<file path="config.mk">
export PLATFORM = sky130hd
export DESIGN_NAME = circular_onset_grid_remap
export DESIGN_NICKNAME = d
export VERILOG_FILES = /design/src/rtl/core/cogr_pkg.sv /design/src/rtl/core/cogr_div.sv /design/src/rtl/core/cogr_ctrl.sv /design/src/rtl/core/cogr_dp.sv /design/src/rtl/core/circular_onset_grid_remap.sv
export SDC_FILE = /design/constraint.sdc
export NUM_CORES = 1
export LEC_CHECK = 0
export BUFFER_PORTS_ARGS = -buffer_cell sky130_fd_sc_hd__clkbuf_2
export CORE_MARGIN = 5
export CORE_UTILIZATION = 40
export CTS_CLUSTER_SIZE = 30
export DETAILED_ROUTE_END_ITERATION = 16
export PLACE_DENSITY_LB_ADDON = 0.05
export SKIP_CTS_REPAIR_TIMING = 1
export SLEW_MARGIN = 20
export SYNTH_ARGS = -nofsm -noshare
export SYNTH_HDL_FRONTEND = slang
export SYNTH_SLANG_ARGS = --single-unit
</file>
<file path="constraint.sdc">
create_clock -name aclk -period 5.76 [get_ports aclk]
set_input_delay 0.576 -clock aclk [delete_from_list [all_inputs] [get_ports aclk]]
set_output_delay 0.576 -clock aclk [all_outputs]
set_load 0.01 [all_outputs]
</file>
<file path="src/rtl/core/cogr_pkg.sv">
// ---------------------------------------------------------------------------
// cogr_pkg
// Shared widths, codes and controller/datapath interface structs.
// ---------------------------------------------------------------------------
`default_nettype none

package cogr_pkg;

    localparam int STEP_W    = 7;   // step, onset and length counters
    localparam int PAT_W     = 64;  // result bitmap width
    localparam int PAT_IDX_W = 6;   // index into the result bitmap
    localparam int NUM_W     = 14;  // 2*q*M + N
    localparam int DEN_W     = 8;   // 2*N
    localparam int QUOT_W    = 7;   // new grid position, up to M
    localparam int DIV_CNT_W = 3;   // divider step counter
    localparam int STAT_W    = 2;
    localparam int CFG_IDX_W = 1;
    localparam int CFG_DAT_W = 7;

    localparam logic [CFG_IDX_W-1:0] REG_TARGET_STEPS  = 1'd0;
    localparam logic [CFG_IDX_W-1:0] REG_RUN_CLOCKWISE = 1'd1;

    localparam logic [STAT_W-1:0] ST_OK         = 2'd0;
    localparam logic [STAT_W-1:0] ST_BAD_TARGET = 2'd1;
    localparam logic [STAT_W-1:0] ST_TOO_LONG   = 2'd2;

    localparam logic [STEP_W-1:0] CNT_SAT = 7'd127;

    typedef struct packed {
        logic load;        // take one source step
        logic eval;        // latch status, start a remap pass
        logic scan_adv;    // move to the next source step
        logic div_start;   // launch a division for the current onset
        logic div_commit;  // place the divided onset and advance
        logic out_load;    // fill the output register, clear the source store
    } cogr_cmd_t;

    typedef struct packed {
        logic remap;       // pattern needs the divide pass
        logic scan_end;    // all source steps visited
        logic scan_onset;  // current source step holds an onset
        logic div_done;    // quotient ready
        logic out_free;    // output register can take a new item
    } cogr_sts_t;

endpackage

`default_nettype wire

</file>
<file path="src/rtl/core/cogr_div.sv">
// ---------------------------------------------------------------------------
// cogr_div
// Restoring divider, one quotient bit per cycle.
// ---------------------------------------------------------------------------
`default_nettype none

module cogr_div
    import cogr_pkg::*;
(
    input  wire logic              aclk,
    input  wire logic              aresetn,
    input  wire logic              start,
    input  wire logic [NUM_W-1:0]  num,
    input  wire logic [DEN_W-1:0]  den,
    output logic                   done,
    output logic [QUOT_W-1:0]      quot
);

    logic                 busy_reg, busy_next;
    logic                 done_reg, done_next;
    logic [DIV_CNT_W-1:0] cnt_reg, cnt_next;
    logic [NUM_W-1:0]     rem_reg, rem_next;
    logic [NUM_W-1:0]     dsh_reg, dsh_next;
    logic [QUOT_W-1:0]    quot_reg, quot_next;
    logic                 fits;

    assign fits = rem_reg >= dsh_reg;

    always_comb begin
        busy_next = busy_reg;
        done_next = 1'b0;
        cnt_next  = cnt_reg;
        rem_next  = rem_reg;
        dsh_next  = dsh_reg;
        quot_next = quot_reg;
        if (start) begin
            busy_next = 1'b1;
            cnt_next  = DIV_CNT_W'(QUOT_W - 1);
            rem_next  = num;
            dsh_next  = {den, {(QUOT_W-1){1'b0}}};
            quot_next = '0;
        end else if (busy_reg) begin
            if (fits) begin
                rem_next = rem_reg - dsh_reg;
            end
            quot_next = {quot_reg[QUOT_W-2:0], fits};
            dsh_next  = {1'b0, dsh_reg[NUM_W-1:1]};
            cnt_next  = cnt_reg - 1'b1;
            if (cnt_reg == '0) begin
                busy_next = 1'b0;
                done_next = 1'b1;
            end
        end
    end

    always_ff @(posedge aclk) begin
        if (!aresetn) begin
            busy_reg <= 1'b0;
            done_reg <= 1'b0;
            cnt_reg  <= '0;
        end else begin
            busy_reg <= busy_next;
            done_reg <= done_next;
            cnt_reg  <= cnt_next;
        end
        rem_reg  <= rem_next;
        dsh_reg  <= dsh_next;
        quot_reg <= quot_next;
    end

    assign done = done_reg;
    assign quot = quot_reg;

endmodule

`default_nettype wire

</file>
<file path="src/rtl/core/cogr_ctrl.sv">
// ---------------------------------------------------------------------------
// cogr_ctrl
// Sequencer for load, evaluate, scan/divide and output phases.
// ---------------------------------------------------------------------------
`default_nettype none

module cogr_ctrl
    import cogr_pkg::*;
(
    input  wire logic      aclk,
    input  wire logic      aresetn,
    input  wire logic      s_tvalid,
    input  wire logic      s_tlast,
    output logic           s_tready,
    input  wire cogr_sts_t sts,
    output cogr_cmd_t      cmd
);

    typedef enum logic [4:0] {
        S_LOAD = 5'b00001,
        S_EVAL = 5'b00010,
        S_SCAN = 5'b00100,
        S_DIV  = 5'b01000,
        S_DONE = 5'b10000
    } cogr_state_t;

    cogr_state_t state_reg, state_next;

    assign s_tready = (state_reg == S_LOAD);

    always_comb begin
        state_next = state_reg;
        cmd        = '0;
        case (state_reg)
            S_LOAD: begin
                if (s_tvalid) begin
                    cmd.load = 1'b1;
                    if (s_tlast) begin
                        state_next = S_EVAL;
                    end
                end
            end
            S_EVAL: begin
                cmd.eval   = 1'b1;
                state_next = sts.remap ? S_SCAN : S_DONE;
            end
            S_SCAN: begin
                if (sts.scan_end) begin
                    state_next = S_DONE;
                end else if (sts.scan_onset) begin
                    cmd.div_start = 1'b1;
                    state_next    = S_DIV;
                end else begin
                    cmd.scan_adv = 1'b1;
                end
            end
            S_DIV: begin
                if (sts.div_done) begin
                    cmd.div_commit = 1'b1;
                    state_next     = S_SCAN;
                end
            end
            S_DONE: begin
                if (sts.out_free) begin
                    cmd.out_load = 1'b1;
                    state_next   = S_LOAD;
                end
            end
            default: begin
                state_next = S_LOAD;
            end
        endcase
    end

    always_ff @(posedge aclk) begin
        if (!aresetn) begin
            state_reg <= S_LOAD;
        end else begin
            state_reg <= state_next;
        end
    end

endmodule

`default_nettype wire

</file>
<file path="src/rtl/core/cogr_dp.sv">
// ---------------------------------------------------------------------------
// cogr_dp
// Source store, counters, position math and output register.
// ---------------------------------------------------------------------------
`default_nettype none

module cogr_dp
    import cogr_pkg::*;
#(
    parameter int MAX_STEPS = 64,
    parameter int MIN_STEPS = 1
) (
    input  wire logic                 aclk,
    input  wire logic                 aresetn,
    input  wire logic                 cfg_wr_en,
    input  wire logic [CFG_IDX_W-1:0] cfg_index,
    input  wire logic [CFG_DAT_W-1:0] cfg_wdata,
    input  wire logic                 onset_bit,
    input  wire cogr_cmd_t            cmd,
    output cogr_sts_t                 sts,
    input  wire logic                 m_tready,
    output logic                      m_tvalid,
    output logic [PAT_W-1:0]          new_pattern,
    output logic [STEP_W-1:0]         new_length,
    output logic [STEP_W-1:0]         source_length,
    output logic [STEP_W-1:0]         source_onsets,
    output logic [STEP_W-1:0]         kept_onsets,
    output logic [STAT_W-1:0]         status
);

    localparam int IDX_W = (MAX_STEPS > 1) ? $clog2(MAX_STEPS) : 1;

    logic [STEP_W-1:0]    target_reg;
    logic                 cw_reg;

    logic [MAX_STEPS-1:0] src_reg, src_next;
    logic [STEP_W-1:0]    step_cnt_reg, step_cnt_next;
    logic [STEP_W-1:0]    onset_cnt_reg, onset_cnt_next;
    logic                 ovf_reg, ovf_next;
    logic [STEP_W-1:0]    p_reg, p_next;
    logic [PAT_W-1:0]     pattern_reg, pattern_next;
    logic [STEP_W-1:0]    kept_reg, kept_next;
    logic [STAT_W-1:0]    st_reg, st_next;
    logic                 pass_reg, pass_next;

    logic                 m_valid_reg, m_valid_next;
    logic [PAT_W-1:0]     o_pattern_reg;
    logic [STEP_W-1:0]    o_newlen_reg, o_srclen_reg, o_srcons_reg, o_kept_reg;
    logic [STAT_W-1:0]    o_status_reg;

    logic [STAT_W-1:0]    eval_st;
    logic                 eval_pass;
    logic [STEP_W-1:0]    q;
    logic [2*STEP_W-1:0]  prod;
    logic [NUM_W-1:0]     div_num;
    logic [DEN_W-1:0]     div_den;
    logic                 div_done;
    logic [QUOT_W-1:0]    div_quot;
    logic [PAT_IDX_W-1:0] pos_idx;

    // Configuration registers.
    always_ff @(posedge aclk) begin
        if (!aresetn) begin
            target_reg <= 7'd16;
            cw_reg     <= 1'b1;
        end else if (cfg_wr_en) begin
            case (cfg_index)
                REG_TARGET_STEPS:  target_reg <= cfg_wdata;
                REG_RUN_CLOCKWISE: cw_reg     <= cfg_wdata[0];
                default: begin
                end
            endcase
        end
    end

    // Grid check, then length check.
    always_comb begin
        if (target_reg < STEP_W'(MIN_STEPS) || target_reg > STEP_W'(MAX_STEPS)) begin
            eval_st = ST_BAD_TARGET;
        end else if (ovf_reg) begin
            eval_st = ST_TOO_LONG;
        end else begin
            eval_st = ST_OK;
        end
    end
    assign eval_pass = (step_cnt_reg == target_reg);

    // Mirror index for counter-clockwise runs; numerator 2*q*M + N.
    assign q       = (cw_reg || p_reg == '0) ? p_reg : step_cnt_reg - p_reg;
    assign prod    = q * target_reg;
    assign div_num = {prod[NUM_W-2:0], 1'b0} + NUM_W'(step_cnt_reg);
    assign div_den = {step_cnt_reg, 1'b0};

    cogr_div u_div (
        .aclk    (aclk),
        .aresetn (aresetn),
        .start   (cmd.div_start),
        .num     (div_num),
        .den     (div_den),
        .done    (div_done),
        .quot    (div_quot)
    );

    // Wrap a position equal to M back to step zero.
    assign pos_idx = (div_quot >= target_reg) ? '0 : PAT_IDX_W'(div_quot);

    always_comb begin
        src_next       = src_reg;
        step_cnt_next  = step_cnt_reg;
        onset_cnt_next = onset_cnt_reg;
        ovf_next       = ovf_reg;
        p_next         = p_reg;
        pattern_next   = pattern_reg;
        kept_next      = kept_reg;
        st_next        = st_reg;
        pass_next      = pass_reg;

        if (cmd.load) begin
            if (step_cnt_reg >= STEP_W'(MAX_STEPS)) begin
                ovf_next = 1'b1;
            end else if (onset_bit) begin
                src_next[step_cnt_reg[IDX_W-1:0]] = 1'b1;
            end
            if (onset_bit && onset_cnt_reg != CNT_SAT) begin
                onset_cnt_next = onset_cnt_reg + 1'b1;
            end
            if (step_cnt_reg != CNT_SAT) begin
                step_cnt_next = step_cnt_reg + 1'b1;
            end
        end

        if (cmd.eval) begin
            st_next      = eval_st;
            pass_next    = eval_pass;
            p_next       = '0;
            pattern_next = '0;
            kept_next    = '0;
        end

        if (cmd.div_commit) begin
            pattern_next[pos_idx] = 1'b1;
            if (!pattern_reg[pos_idx]) begin
                kept_next = kept_reg + 1'b1;
            end
        end

        if (cmd.scan_adv || cmd.div_commit) begin
            src_next = {1'b0, src_reg[MAX_STEPS-1:1]};
            p_next   = p_reg + 1'b1;
        end

        if (cmd.out_load) begin
            src_next       = '0;
            step_cnt_next  = '0;
            onset_cnt_next = '0;
            ovf_next       = 1'b0;
        end
    end

    always_comb begin
        m_valid_next = m_valid_reg;
        if (cmd.out_load) begin
            m_valid_next = 1'b1;
        end else if (m_tready) begin
            m_valid_next = 1'b0;
        end
    end

    always_ff @(posedge aclk) begin
        if (!aresetn) begin
            src_reg       <= '0;
            step_cnt_reg  <= '0;
            onset_cnt_reg <= '0;
            ovf_reg       <= 1'b0;
            m_valid_reg   <= 1'b0;
        end else begin
            src_reg       <= src_next;
            step_cnt_reg  <= step_cnt_next;
            onset_cnt_reg <= onset_cnt_next;
            ovf_reg       <= ovf_next;
            m_valid_reg   <= m_valid_next;
        end
        p_reg       <= p_next;
        pattern_reg <= pattern_next;
        kept_reg    <= kept_next;
        st_reg      <= st_next;
        pass_reg    <= pass_next;
    end

    // Output register: zeros on error, store as-is on equal grids.
    always_ff @(posedge aclk) begin
        if (cmd.out_load) begin
            o_srclen_reg <= step_cnt_reg;
            o_srcons_reg <= onset_cnt_reg;
            o_status_reg <= st_reg;
            if (st_reg != ST_OK) begin
                o_pattern_reg <= '0;
                o_newlen_reg  <= '0;
                o_kept_reg    <= '0;
            end else if (pass_reg) begin
                o_pattern_reg <= PAT_W'(src_reg);
                o_newlen_reg  <= target_reg;
                o_kept_reg    <= onset_cnt_reg;
            end else begin
                o_pattern_reg <= pattern_reg;
                o_newlen_reg  <= target_reg;
                o_kept_reg    <= kept_reg;
            end
        end
    end

    assign sts.remap      = (eval_st == ST_OK) && !eval_pass;
    assign sts.scan_end   = (p_reg == step_cnt_reg);
    assign sts.scan_onset = src_reg[0];
    assign sts.div_done   = div_done;
    assign sts.out_free   = !m_valid_reg || m_tready;

    assign m_tvalid      = m_valid_reg;
    assign new_pattern   = o_pattern_reg;
    assign new_length    = o_newlen_reg;
    assign source_length = o_srclen_reg;
    assign source_onsets = o_srcons_reg;
    assign kept_onsets   = o_kept_reg;
    assign status        = o_status_reg;

endmodule

`default_nettype wire

</file>
<file path="src/rtl/core/circular_onset_grid_remap.sv">
// ---------------------------------------------------------------------------
// circular_onset_grid_remap
// Remaps a circular onset pattern of N steps onto a grid of M steps.
// ---------------------------------------------------------------------------
// The block takes a pattern one step per item on the slave stream (onset in
// s_tdata[0], s_tlast on the final step) and returns one result item per
// pattern. Each onset at step p moves to round(q*M/N), q = p clockwise or
// (N-p) mod N counter-clockwise, ties upward, a result of M wrapping to 0;
// onsets landing together merge. Equal grids pass the pattern through.
// Sequence: one step per cycle while loading; after the last step the block
// evaluates, then scans the source steps; for each onset the serial
// restoring divider gives seven quotient bits and the onset is placed.
// When the scan closes, the result goes into the output register. A
// pass-through or an error result skips the scan.
// s_tready is low from the last step until the result is registered; the
// previous result may still wait on m_tready while the next pattern loads,
// and a result that is still waiting holds the block before its output
// register.
// ---------------------------------------------------------------------------
`default_nettype none

module circular_onset_grid_remap
    import cogr_pkg::*;
#(
    parameter int MAX_STEPS = 64,
    parameter int MIN_STEPS = 1
) (
    input  wire logic                 aclk,
    input  wire logic                 aresetn,
    // configuration write port
    input  wire logic                 cfg_wr_en,
    input  wire logic [CFG_IDX_W-1:0] cfg_index,
    input  wire logic [CFG_DAT_W-1:0] cfg_wdata,
    // source steps
    input  wire logic                 s_tvalid,
    output logic                      s_tready,
    input  wire logic [7:0]           s_tdata,   // [0] onset_bit, [7:1] zero
    input  wire logic                 s_tlast,   // last_step
    // results
    output logic                      m_tvalid,
    input  wire logic                 m_tready,
    output logic [95:0]               m_tdata,   // [63:0] new_pattern,
                                                 // [70:64] new_length,
                                                 // [77:71] source_length,
                                                 // [84:78] source_onsets,
                                                 // [91:85] kept_onsets,
                                                 // [95:92] zero
    output logic [STAT_W-1:0]         m_tuser    // [1:0] status
);

    cogr_cmd_t         cmd;
    cogr_sts_t         sts;
    logic [PAT_W-1:0]  new_pattern;
    logic [STEP_W-1:0] new_length;
    logic [STEP_W-1:0] source_length;
    logic [STEP_W-1:0] source_onsets;
    logic [STEP_W-1:0] kept_onsets;

    // Sequence load, evaluate, scan/divide and output.
    cogr_ctrl u_ctrl (
        .aclk     (aclk),
        .aresetn  (aresetn),
        .s_tvalid (s_tvalid),
        .s_tlast  (s_tlast),
        .s_tready (s_tready),
        .sts      (sts),
        .cmd      (cmd)
    );

    // Hold the store, counters, divider and output register.
    cogr_dp #(
        .MAX_STEPS (MAX_STEPS),
        .MIN_STEPS (MIN_STEPS)
    ) u_dp (
        .aclk          (aclk),
        .aresetn       (aresetn),
        .cfg_wr_en     (cfg_wr_en),
        .cfg_index     (cfg_index),
        .cfg_wdata     (cfg_wdata),
        .onset_bit     (s_tdata[0]),
        .cmd           (cmd),
        .sts           (sts),
        .m_tready      (m_tready),
        .m_tvalid      (m_tvalid),
        .new_pattern   (new_pattern),
        .new_length    (new_length),
        .source_length (source_length),
        .source_onsets (source_onsets),
        .kept_onsets   (kept_onsets),
        .status        (m_tuser)
    );

    // Pack result fields, highest field first.
    assign m_tdata = {4'd0, kept_onsets, source_onsets, source_length,
                      new_length, new_pattern};

endmodule

`default_nettype wire

</file>
==> results of run 1 <==
-- Yosys cell counts, types with 34 or more instances --
cell      number
dfxtp_1      183
inv_1         71
nand3_1       34
a22o_1        51
nor2_1       300
o21ai_0      100
a21oi_1       43
edfxtp_1     125
clkbuf_1      56
xnor2_1       36
mux2i_1       94
nor3_1        80
nand2_1       69
ha_1          70
-- worst min-delay path, stage by stage --
cell and delay [ns]:
clkbuf_2 0.08, nand2_1 0.04, o211ai_1 0.07
-- stage by stage --
| stage | cell area, µm² | hold WS [ns] | power, µW |
|---|---|---|---|
| 6_report | 19000 | 0.252 | 5650 |
| 5_1_grt | 19000 | 0.259 | 5890 |
| 4_1_cts | 18800 | 0.219 | 5650 |
| 3_5_place_dp | 17400 | 0.428 | 3030 |
| 3_3_place_gp | 17400 | 0.424 | 3030 |
| 2_1_floorplan | 16000 | 0.417 | 2800 |
-- cell families after synthesis --
family          synth area share
simple gates               0.167
compound gates             0.135
flops                      0.465
buf+inv                   0.0401
mux                       0.0704
fa+ha+maj                 0.0876
xor+xnor                  0.0335
other cells             0.000235
-- layer usage --
layer,part of all wire,wire length [µm]
met4,0.025,1180
met2,0.50,23200
met5,0.00028,13
met1,0.43,20200
met3,0.046,2160
-- power breakdown --
part	leakage (µW)	total (µW)	switching (µW)	internal (µW)
Combinational	0.00434	740	427	313
Clock	0.000668	2600	977	1630
Sequential	0.00251	2310	24.9	2280
Total	0.00752	5650	1430	4220
-- final cells by class --
type | instances | area share
flip-flops and latches | 308 | 0.391
repair buffers | 182 | 0.0586
clock buffers | 55 | 0.0589
clock inverters | 15 | 0.0135
multi-input cells | 1175 | 0.428
inverters | 72 | 0.0144
well taps | 525 | 0.0346
-- worst min-delay path by stage --
stage / end / slack [ns]
after floorplan: u_dp.status[0] / 0.42
after global placement: u_dp.status[1] / 0.42
after detailed placement: u_dp.status[1] / 0.43
after CTS: u_dp.target_reg[4] / 0.22
after global routing: u_dp.target_reg[4] / 0.26
final: u_dp.target_reg[4] / 0.25
==> reports/qor.csv, run 1 <==
stage;metric;value;unit
clock_tree;CTS Buffer Depth;3;
worst_setup_path;crit path launch;u_dp.p_reg[1];
worst_setup_path;critical path buffer and inverter count;5;
cells_and_area;register area;0.00742;mm²
synth;ranking of synthesized cells by area;edfxtp_1 24%, dfxtp_1 23%, nor2_1 7.1%;
drt;final WL;46700;µm
synth;post-synth top area share;0.236;
worst_setup_path;crit path to;u_dp.u_div.rem_reg[12];
cells_and_area;commonest non-fill, non-tap cell in the layout;nor2_1;
drt;DR pass1 iterations;5;
worst_setup_path;Most common cell on crit path;fa_1;
clock_tree;CTS tree;yes;
sta;min Tclk post-route;5.97;ns
worst_setup_path;slowest library cell on the worst path;fa_1;
worst_setup_path;RR Startpoint;u_dp.p_reg[1];
synth;Synth Flop Type;dfxtp_1;
cells_and_area;filler cell count;3758;
drt;DR DRC count;0;
placement;HPWL Detailed;31900;µm
placement;placed cells;2255;
sta;Worst Skew;0.0316;ns
worst_setup_path;R2R cell count;27;
sta;Fmax;168;MHz
global_routing;GR Util met1;0.265;
placement;Place WS;-0.192;ns
sta;Worst Max-Slew Pin Slew;1.13;ns
synth;Seq cells post-synth;308;
synth;Post-Syn Instances;1643;
clock_tree;H-tree depth;2;
global_routing;GRT overflow;0;
sta;Final Setup Violations;2;
clock_tree;total CTS buffers;38;
synth;sequential share of the synthesized area;0.465;
sta;Final Hold Vio Count;0;
cells_and_area;layout cells sized above 1;0.178;
worst_setup_path;Worst Path Max Fanout;3;
outcome;status;finished, violations left;
synth;distinct cell type count after synthesis;72;
drt;DR vias;12616;
worst_hold_path;WHS Path Cells;3;
outcome;violated checks;setup timing;
placement;Port Buffer Count;110;
placement;Routability Congestion;0.848;
sta;Max-slew headroom;0.243;
global_routing;largest net degree at the start of global routing;75;
floorplan;Ports;122;
clock_tree;Clock Latency Late Sink;0.56;ns
drt;Antenna Nets Post-Route;0;
worst_setup_path;Crit. End Element;flip-flop;
floorplan;Core Area;0.0395;mm²
run;maxcap violations;0;
worst_setup_path;cell family with most CP delay;adder cells;
cells_and_area;Util after Layout;0.479;
cells_and_area;P&R area growth vs syn;19.0;%
worst_setup_path;critical path's largest stage delay;0.50;ns
power;PD cells;298;mW/mm²
sta;Final Worst Setup Slack;-0.206;ns
sta;Slew Limit Fails;0;
global_routing;initial antenna violation count;3;
synth;Yosys top cell by area;edfxtp_1;
power;maximum vdd drop;0.000162;V
drt;DR vias/cell;5.41;
sta;RSZ-0062 raised after global routing;yes;
sta;setup TNS;-0.376;ns
synth;synthesized area per cell;9.70;µm²
worst_hold_path;Hold Crit Class;input pin to flip-flop;
global_routing;grt peak-use layer;met2;
cells_and_area;n_diodes;0;
floorplan;Initial Util;0.403;
drt;post-detailed-route wirelength per cell;20.0;µm
clock_tree;Clock transition at path regs;0.06;ns
worst_setup_path;CP required;6.05;ns
floorplan;Die Span Y;210;µm
worst_hold_path;HP Start;cfg_wdata[4];
worst_setup_path;flop2flop setup slack;-0.21;ns
cells_and_area;final instance count without filler cells;2332;
floorplan;Die Wd;210;µm
global_routing;first-pass GRT wire length;72200;µm
global_routing;grt met2 use;0.360;
floorplan;FP Rows;73;
global_routing;GR Util met3;0.0380;
floorplan;DIE AREA;0.0439;mm²
global_routing;number of global-route vias before repair;12478;
synth;Ys Warns;0;
worst_setup_path;critical path depth;27;
synth;Async SR Flop Fraction;0;
synth;mapped cell area;0.0159;mm²
cells_and_area;commonest cells after routing, fill and taps aside;295 x nor2_1, 181 x dfxtp_1, 125 x edfxtp_1;
worst_setup_path;Worst Setup Start Kind;flip-flop;
worst_setup_path;Crit Path Class;flip-flop to flip-flop;
clock_tree;CTS sink cnt;308;
worst_setup_path;Critical R2R Capture;u_dp.u_div.rem_reg[12];
cells_and_area;multi-input logic area;0.00812;mm²
power;LEAKAGE;0.00752;µW
worst_setup_path;Worst Path Arrival;6.26;ns
global_routing;gr usage total;0.208;
sta;crit share post-route;1.04;
cells_and_area;final net count;1895;
clock_tree;root buffer cell;clkbuf_16;
drt;DR iter-0 viols;748;
synth;number of flops mapped to enable cells by yosys;125;
Note: power is estimated with default switching activity, not from simulation.
==> run 2, diff against run 1 <==
ABC_AREA = 1   (was default)
==> run 2 against run 1 <==
The flow now finishes without violations. Worst hold slack gained 0.0028 ns. Final area is 0.41% lower. Sequential power increased by 18%. Clock skew fell by 0.013 ns. Setup slack gained 0.35 ns. Cell count is 12% higher. First-iteration DRC count grew 6.3%. Core utilization fell by 0.52 points. Critical endpoint unchanged.
==> reports/qor.csv, run 2 <==
stage;metric;value;unit
clock_tree;CTS sink cnt;308;
cells_and_area;Final Cell Area;0.0189;mm²
worst_setup_path;Worst Path Arrival;5.91;ns
synth;Post-synth top cells;290 x inv_1, 290 x nand2_1, 204 x nor2_1;
drt;DR pass1 iterations;5;
worst_hold_path;WHS Path Cells;3;
run;maxcap violations;0;
worst_setup_path;Crit. End Element;flip-flop;
drt;highest routing layer actually used;met4;
synth;Yosys top cell by area;edfxtp_1;
synth;Post-Syn Instances;1932;
global_routing;GRT overflow;0;
drt;DR WL met3;2250;µm
global_routing;initial antenna violation count;0;
drt;Routed met1 length;21900;µm
synth;mapped cell area;0.0162;mm²
drt;DR vias;13645;
clock_tree;H-tree depth;2;
worst_setup_path;Crit Path Class;flip-flop to flip-flop;
power;LEAKAGE;0.00781;µW
floorplan;DIE AREA;0.0445;mm²
sta;Worst Max-Slew Pin Slew;1.13;ns
synth;Synth Flop Type;dfxtp_1;
power;maximum vdd drop;0.000161;V
worst_hold_path;Hold Crit Class;input pin to flip-flop;
cells_and_area;commonest non-fill, non-tap cell in the layout;nand2_1;
floorplan;Ports;122;
sta;Worst Skew;0.0187;ns
synth;ranking of synthesized cells by area;edfxtp_1 23%, dfxtp_1 23%, inv_1 6.7%;
floorplan;Die Wd;211;µm
worst_setup_path;slowest library cell on the worst path;fa_1;
drt;post-detailed-route wirelength per cell;18.5;µm
worst_setup_path;R2R cell count;25;
outcome;status;finished, final reports clean;
sta;RSZ-0062 raised after global routing;yes;
synth;Seq cells post-synth;308;
clock_tree;root buffer cell;clkbuf_16;
sta;Final Hold Vio Count;0;
sta;crit share post-route;0.975;
drt;DR DRC count;0;
worst_setup_path;critical path's largest stage delay;0.54;ns
floorplan;Initial Util;0.406;
power;clock group share of total power;0.349;
cells_and_area;layout cells sized above 1;0.146;
synth;Async SR Flop Fraction;0;
synth;post-synth top area share;0.232;
floorplan;Die Span Y;211;µm
global_routing;first-pass GRT wire length;74900;µm
placement;Place WS;-0.0875;ns
placement;Routability Congestion;0.862;
floorplan;FP Rows;73;
global_routing;largest net degree at the start of global routing;71;
cells_and_area;Util after Layout;0.474;
placement;placed instance area;0.0174;mm²
worst_setup_path;Worst Path Max Fanout;4;
sta;Slew Limit Fails;0;
drt;routed length on met2;23000;µm
drt;Antenna Nets Post-Route;0;
placement;HPWL Detailed;33300;µm
power;Sw Pwr;2110;µW
sta;min Tclk post-route;5.62;ns
clock_tree;Clock Latency Late Sink;0.55;ns
clock_tree;Clock transition at path regs;0.06;ns
synth;distinct cell type count after synthesis;54;
worst_setup_path;Worst Setup Start Kind;flip-flop;
power;switch share;0.315;
clock_tree;CTS tree;yes;
clock_tree;total CTS buffers;35;
cells_and_area;n_diodes;0;
global_routing;gr usage total;0.213;
drt;DR vias/cell;5.23;
power;total chip power;6720;µW
global_routing;number of global-route vias before repair;13078;
cells_and_area;commonest cells after routing, fill and taps aside;287 x nand2_1, 281 x inv_1, 193 x nor2_1;
placement;Port Buffer Count;110;
power;Int Power;4610;µW
synth;Ys Warns;0;
sta;Max-slew headroom;0.245;
clock_tree;CTS Buffer Depth;3;
sta;Final Setup Violations;0;
power;power share of the combinational group;0.246;
power;PD cells;356;mW/mm²
worst_setup_path;CP required;6.05;ns
synth;synthesized area per cell;8.37;µm²
floorplan;Core Area;0.0398;mm²
cells_and_area;final net count;2174;
synth;number of flops mapped to enable cells by yosys;125;
cells_and_area;P&R area growth vs syn;16.8;%
sta;Final Worst Setup Slack;0.141;ns
drt;final WL;48300;µm
sta;Fmax;178;MHz
power;Sequential Power Share;0.405;
drt;DR iter-0 viols;795;
synth;sequential share of the synthesized area;0.459;
==> run 2: changes by cell type after synthesis, moves of 24 or more <==
cell      delta
a211oi_1    +52
a31oi_1     +55
mux2i_1     -94
nand3_1     +71
inv_1      +219
o21ai_0     +29
o22ai_1     +57
nor3_1      -61
nor2_1      -96
and2_1      -24
a22o_1      -51
nand2_1    +221
xnor2_1     -27
==> run 2: path summary, 6_finish.rpt <==
kind,start,to,slack [ns]
setup / recovery,u_dp.p_reg[0],u_dp.u_div.rem_reg[12],0.14
hold / removal,cfg_wdata[4],u_dp.target_reg[4],0.25
setup reg to reg,u_dp.p_reg[0],u_dp.u_div.rem_reg[12],0.14
hold reg to reg,u_dp.st_reg[0],u_dp.status[0],0.44
==> run 2: power groups by stage <==
| stage | Combinational, µW | Sequential, µW | Clock, µW |
|---|---|---|---|
| final | 1650 | 2720 | 2350 |
| after global routing | 1870 | 2750 | 2500 |
| after CTS | 1530 | 2720 | 2390 |
| after detailed placement | 1520 | 2770 | 0 |
| after global placement | 1510 | 2760 | 0 |
| after floorplan | 1140 | 2700 | 0 |
==> run 2: cell families after synthesis <==
logic type / after synthesis / synth area share
and+or+nand+nor: 671 / 0.177
AOI/OAI and AO/OA: 431 / 0.162
buffers and inverters: 389 / 0.0955
DFF: 308 / 0.459
adders and majority gates: 96 / 0.0864
xor gates and xnor gates: 36 / 0.0195
other: 1 / 0.000232
==> run 2: through the flow <==
step | std cells | hold WS, ns | TNS, ns
2_1_floorplan | 1935 | 0.417 | -0.0122
3_3_place_gp | 2533 | 0.434 | -0.0869
6_report | 2607 | 0.255 | 0
5_1_grt | 2607 | 0.273 | -0.665
3_5_place_dp | 2533 | 0.429 | -0.162
4_1_cts | 2596 | 0.230 | -0.396
==> run 2: area by class of cell <==
cell class | instances | area [µm²]
Inverter | 301 | 1130
Tap cell | 525 | 657
Timing Repair Buffer | 172 | 1030
Fill cell | 4016 | 20900
Sequential cell | 308 | 7420
Clock inverter | 16 | 210
Clock buffer | 47 | 983
Multi-Input combinational cell | 1238 | 7450
==> run 2: worst max-delay path: cells and delay by family (launching register included) <==
kind,cells,cell delay (ns)
AO/OA/AOI/OAI,4,0.58
XOR/XNOR,1,0.16
adder cells (fa/ha/maj),8,2.99
buffers and inverters,4,0.31
flip-flops,1,0.40
AND/OR/NAND/NOR,8,0.91
==> run 2: routing by layer <==
layer	GRT usage	up-vias
met2	0.354	284
li1	-	6784
met1	0.290	6510
met4	0.0557	0
met5	0	-
met3	0.0346	67
==> run 3, diff against run 2 <==
--- a/config.mk
+++ b/config.mk
@@ -14,5 +14,4 @@
 export PLACE_DENSITY_LB_ADDON = 0.05
 export SKIP_CTS_REPAIR_TIMING = 1
-export SLEW_MARGIN = 20
 export SYNTH_ARGS = -nofsm -noshare
 export SYNTH_HDL_FRONTEND = slang
==> constraint.sdc (replaced) <==
create_clock -name aclk -period 5.76 [get_ports aclk]
set_input_delay 1.152 -clock aclk [delete_from_list [all_inputs] [get_ports aclk]]
set_output_delay 1.152 -clock aclk [all_outputs]
set_load 0.01 [all_outputs]
==> run 3 against run 2 <==
Power fell by 0.66%. Setup slack got worse by 0.057 ns. Core utilization shrank 0.14 points. Largest cell class unchanged.
==> reports/qor.csv, run 3 (synthesis results as in run 2) <==
stage;metric;value;unit
drt;DR WL met3;2750;µm
drt;DR DRC count;0;
worst_setup_path;Crit. End Element;flip-flop;
clock_tree;Clock transition at path regs;0.06;ns
worst_hold_path;Hold Crit Class;flip-flop to flip-flop;
drt;final WL;47900;µm
sta;min Tclk post-route;5.68;ns
global_routing;first-pass GRT wire length;74100;µm
worst_setup_path;R2R cell count;25;
outcome;status;finished, final reports clean;
floorplan;Die Wd;211;µm
cells_and_area;final instance count without filler cells;2607;
sta;Max-slew headroom;0.240;
floorplan;Die Span Y;211;µm
clock_tree;root buffer cell;clkbuf_16;
clock_tree;CTS Buffer Depth;3;
global_routing;initial antenna violation count;1;
cells_and_area;final net count;2173;
drt;DR pass1 iterations;6;
drt;DR vias;13714;
power;LEAKAGE;0.00779;µW
placement;placed cells;2540;
floorplan;Ports;122;
floorplan;DIE AREA;0.0445;mm²
worst_hold_path;HP Start;u_dp.st_reg[1];
clock_tree;H-tree depth;2;
sta;Final Hold Vio Count;0;
drt;highest routing layer actually used;met5;
cells_and_area;P&R area growth vs syn;16.4;%
global_routing;GRT overflow;0;
power;maximum vdd drop;0.000185;V
sta;Worst Skew;0.0264;ns
cells_and_area;filler cell count;3973;
worst_setup_path;Crit Path Class;flip-flop to flip-flop;
global_routing;gr usage total;0.209;
clock_tree;CTS tree;yes;
worst_hold_path;Hold EP;u_dp.status[1];
run;maxcap violations;0;
drt;DR iter-0 viols;682;
sta;crit share post-route;0.985;
sta;Fmax;176;MHz
worst_setup_path;Worst Path Max Fanout;6;
worst_setup_path;flop2flop setup slack;0.08;ns
cells_and_area;n_diodes;0;
drt;routed length on met2;22300;µm
sta;Final Setup Violations;0;
sta;Slew Limit Fails;0;
sta;Hold WS;0.442;ns
placement;Routability Congestion;0.870;
worst_setup_path;Worst Path Arrival;5.96;ns
worst_setup_path;Critical R2R Capture;u_dp.u_div.rem_reg[12];
floorplan;Initial Util;0.406;
clock_tree;total CTS buffers;36;
placement;Port Buffer Count;110;
drt;Routed met1 length;21400;µm
worst_setup_path;RR Startpoint;u_dp.p_reg[0];
sta;Worst Max-Slew Pin Slew;1.13;ns
floorplan;Core Area;0.0398;mm²
placement;HPWL Detailed;33000;µm
worst_setup_path;Worst Setup Start Kind;flip-flop;
cells_and_area;layout cells sized above 1;0.141;
drt;DR vias/cell;5.26;
sta;RSZ-0062 raised after global routing;yes;
power;PD cells;355;mW/mm²
global_routing;largest net degree at the start of global routing;138;
global_routing;number of global-route vias before repair;13163;
power;total chip power;6670;µW
cells_and_area;commonest non-fill, non-tap cell in the layout;nand2_1;
cells_and_area;Util after Layout;0.473;
worst_setup_path;CP required;6.05;ns
clock_tree;Clock Latency Late Sink;0.56;ns
worst_hold_path;WHS Path Cells;0;
worst_setup_path;crit path launch;u_dp.p_reg[0];
clock_tree;CTS sink cnt;308;
drt;Antenna Nets Post-Route;0;
cells_and_area;commonest cells after routing, fill and taps aside;287 x nand2_1, 285 x inv_1, 194 x nor2_1;
floorplan;FP Rows;73;
drt;post-detailed-route wirelength per cell;18.4;µm
## run 3: layout make-up
class	instances	area, µm²	area share
multi-input combinational	1238	7430	0.395
timing repair buffer	170	1020	0.0540
inverter	301	1130	0.0601
sequential	308	7420	0.394
clock buffer	44	951	0.0505
clock inverter	21	223	0.0118
tap	525	657	0.0349
## run 3: layer usage
layer | GRT usage | up-vias
met2 | 0.345 | 356
met4 | 0.0644 | 2
li1 | - | 6787
met5 | 0 | -
met3 | 0.0391 | 84
met1 | 0.281 | 6485
## run 3: where the power goes
group	leakage (µW)	internal, µW	switching [µW]
logic	0.00458	642	1020
clock network	0.000565	1360	937
registers	0.00264	2540	176
total	0.00779	4540	2130
## run 3: worst max-delay path by stage
stage	end	slack, ns	cells after the start
finish	u_dp.u_div.rem_reg[12]	0.08	25
global route	u_dp.u_div.rem_reg[12]	-0.17	30
CTS	u_dp.u_div.rem_reg[12]	-0.19	29
detailed placement	u_dp.u_div.rem_reg[12]	-0.12	29
global placement	u_dp.u_div.rem_reg[12]	-0.12	29
floorplan	u_dp.u_div.rem_reg[13]	0.003	31
## run 3: stage by stage
| step | setup TNS, ns | instance area (µm²) | setup slack (ns) |
|---|---|---|---|
| 6_report | 0 | 18800 | 0.0839 |
| 5_1_grt | -0.587 | 18800 | -0.171 |
| 4_1_cts | -0.718 | 18600 | -0.186 |
| 3_5_place_dp | -0.413 | 17500 | -0.118 |
| 3_3_place_gp | -0.423 | 17500 | -0.121 |
| 2_1_floorplan | 0 | 16200 | 0.00253 |
## run 3: critical path: stages, from the launching register on
cell and delay, ns:
edfxtp_1 0.42, ha_2 0.21, inv_1 0.05, fa_1 0.40, a31oi_1 0.22, a21oi_1 0.10, a22oi_2 0.19, buf_6 0.16
nor2_1 0.06, fa_1 0.46, ha_1 0.31, inv_1 0.07, fa_1 0.45, fa_1 0.54, inv_1 0.07, ha_4 0.26
xor2_1 0.16, ha_1 0.31, a21oi_1 0.07, or2_2 0.30, nor2_2 0.14, nand2_2 0.07, nor2_2 0.15, nand3_1 0.09
nand3_1 0.09, nand2_1 0.05
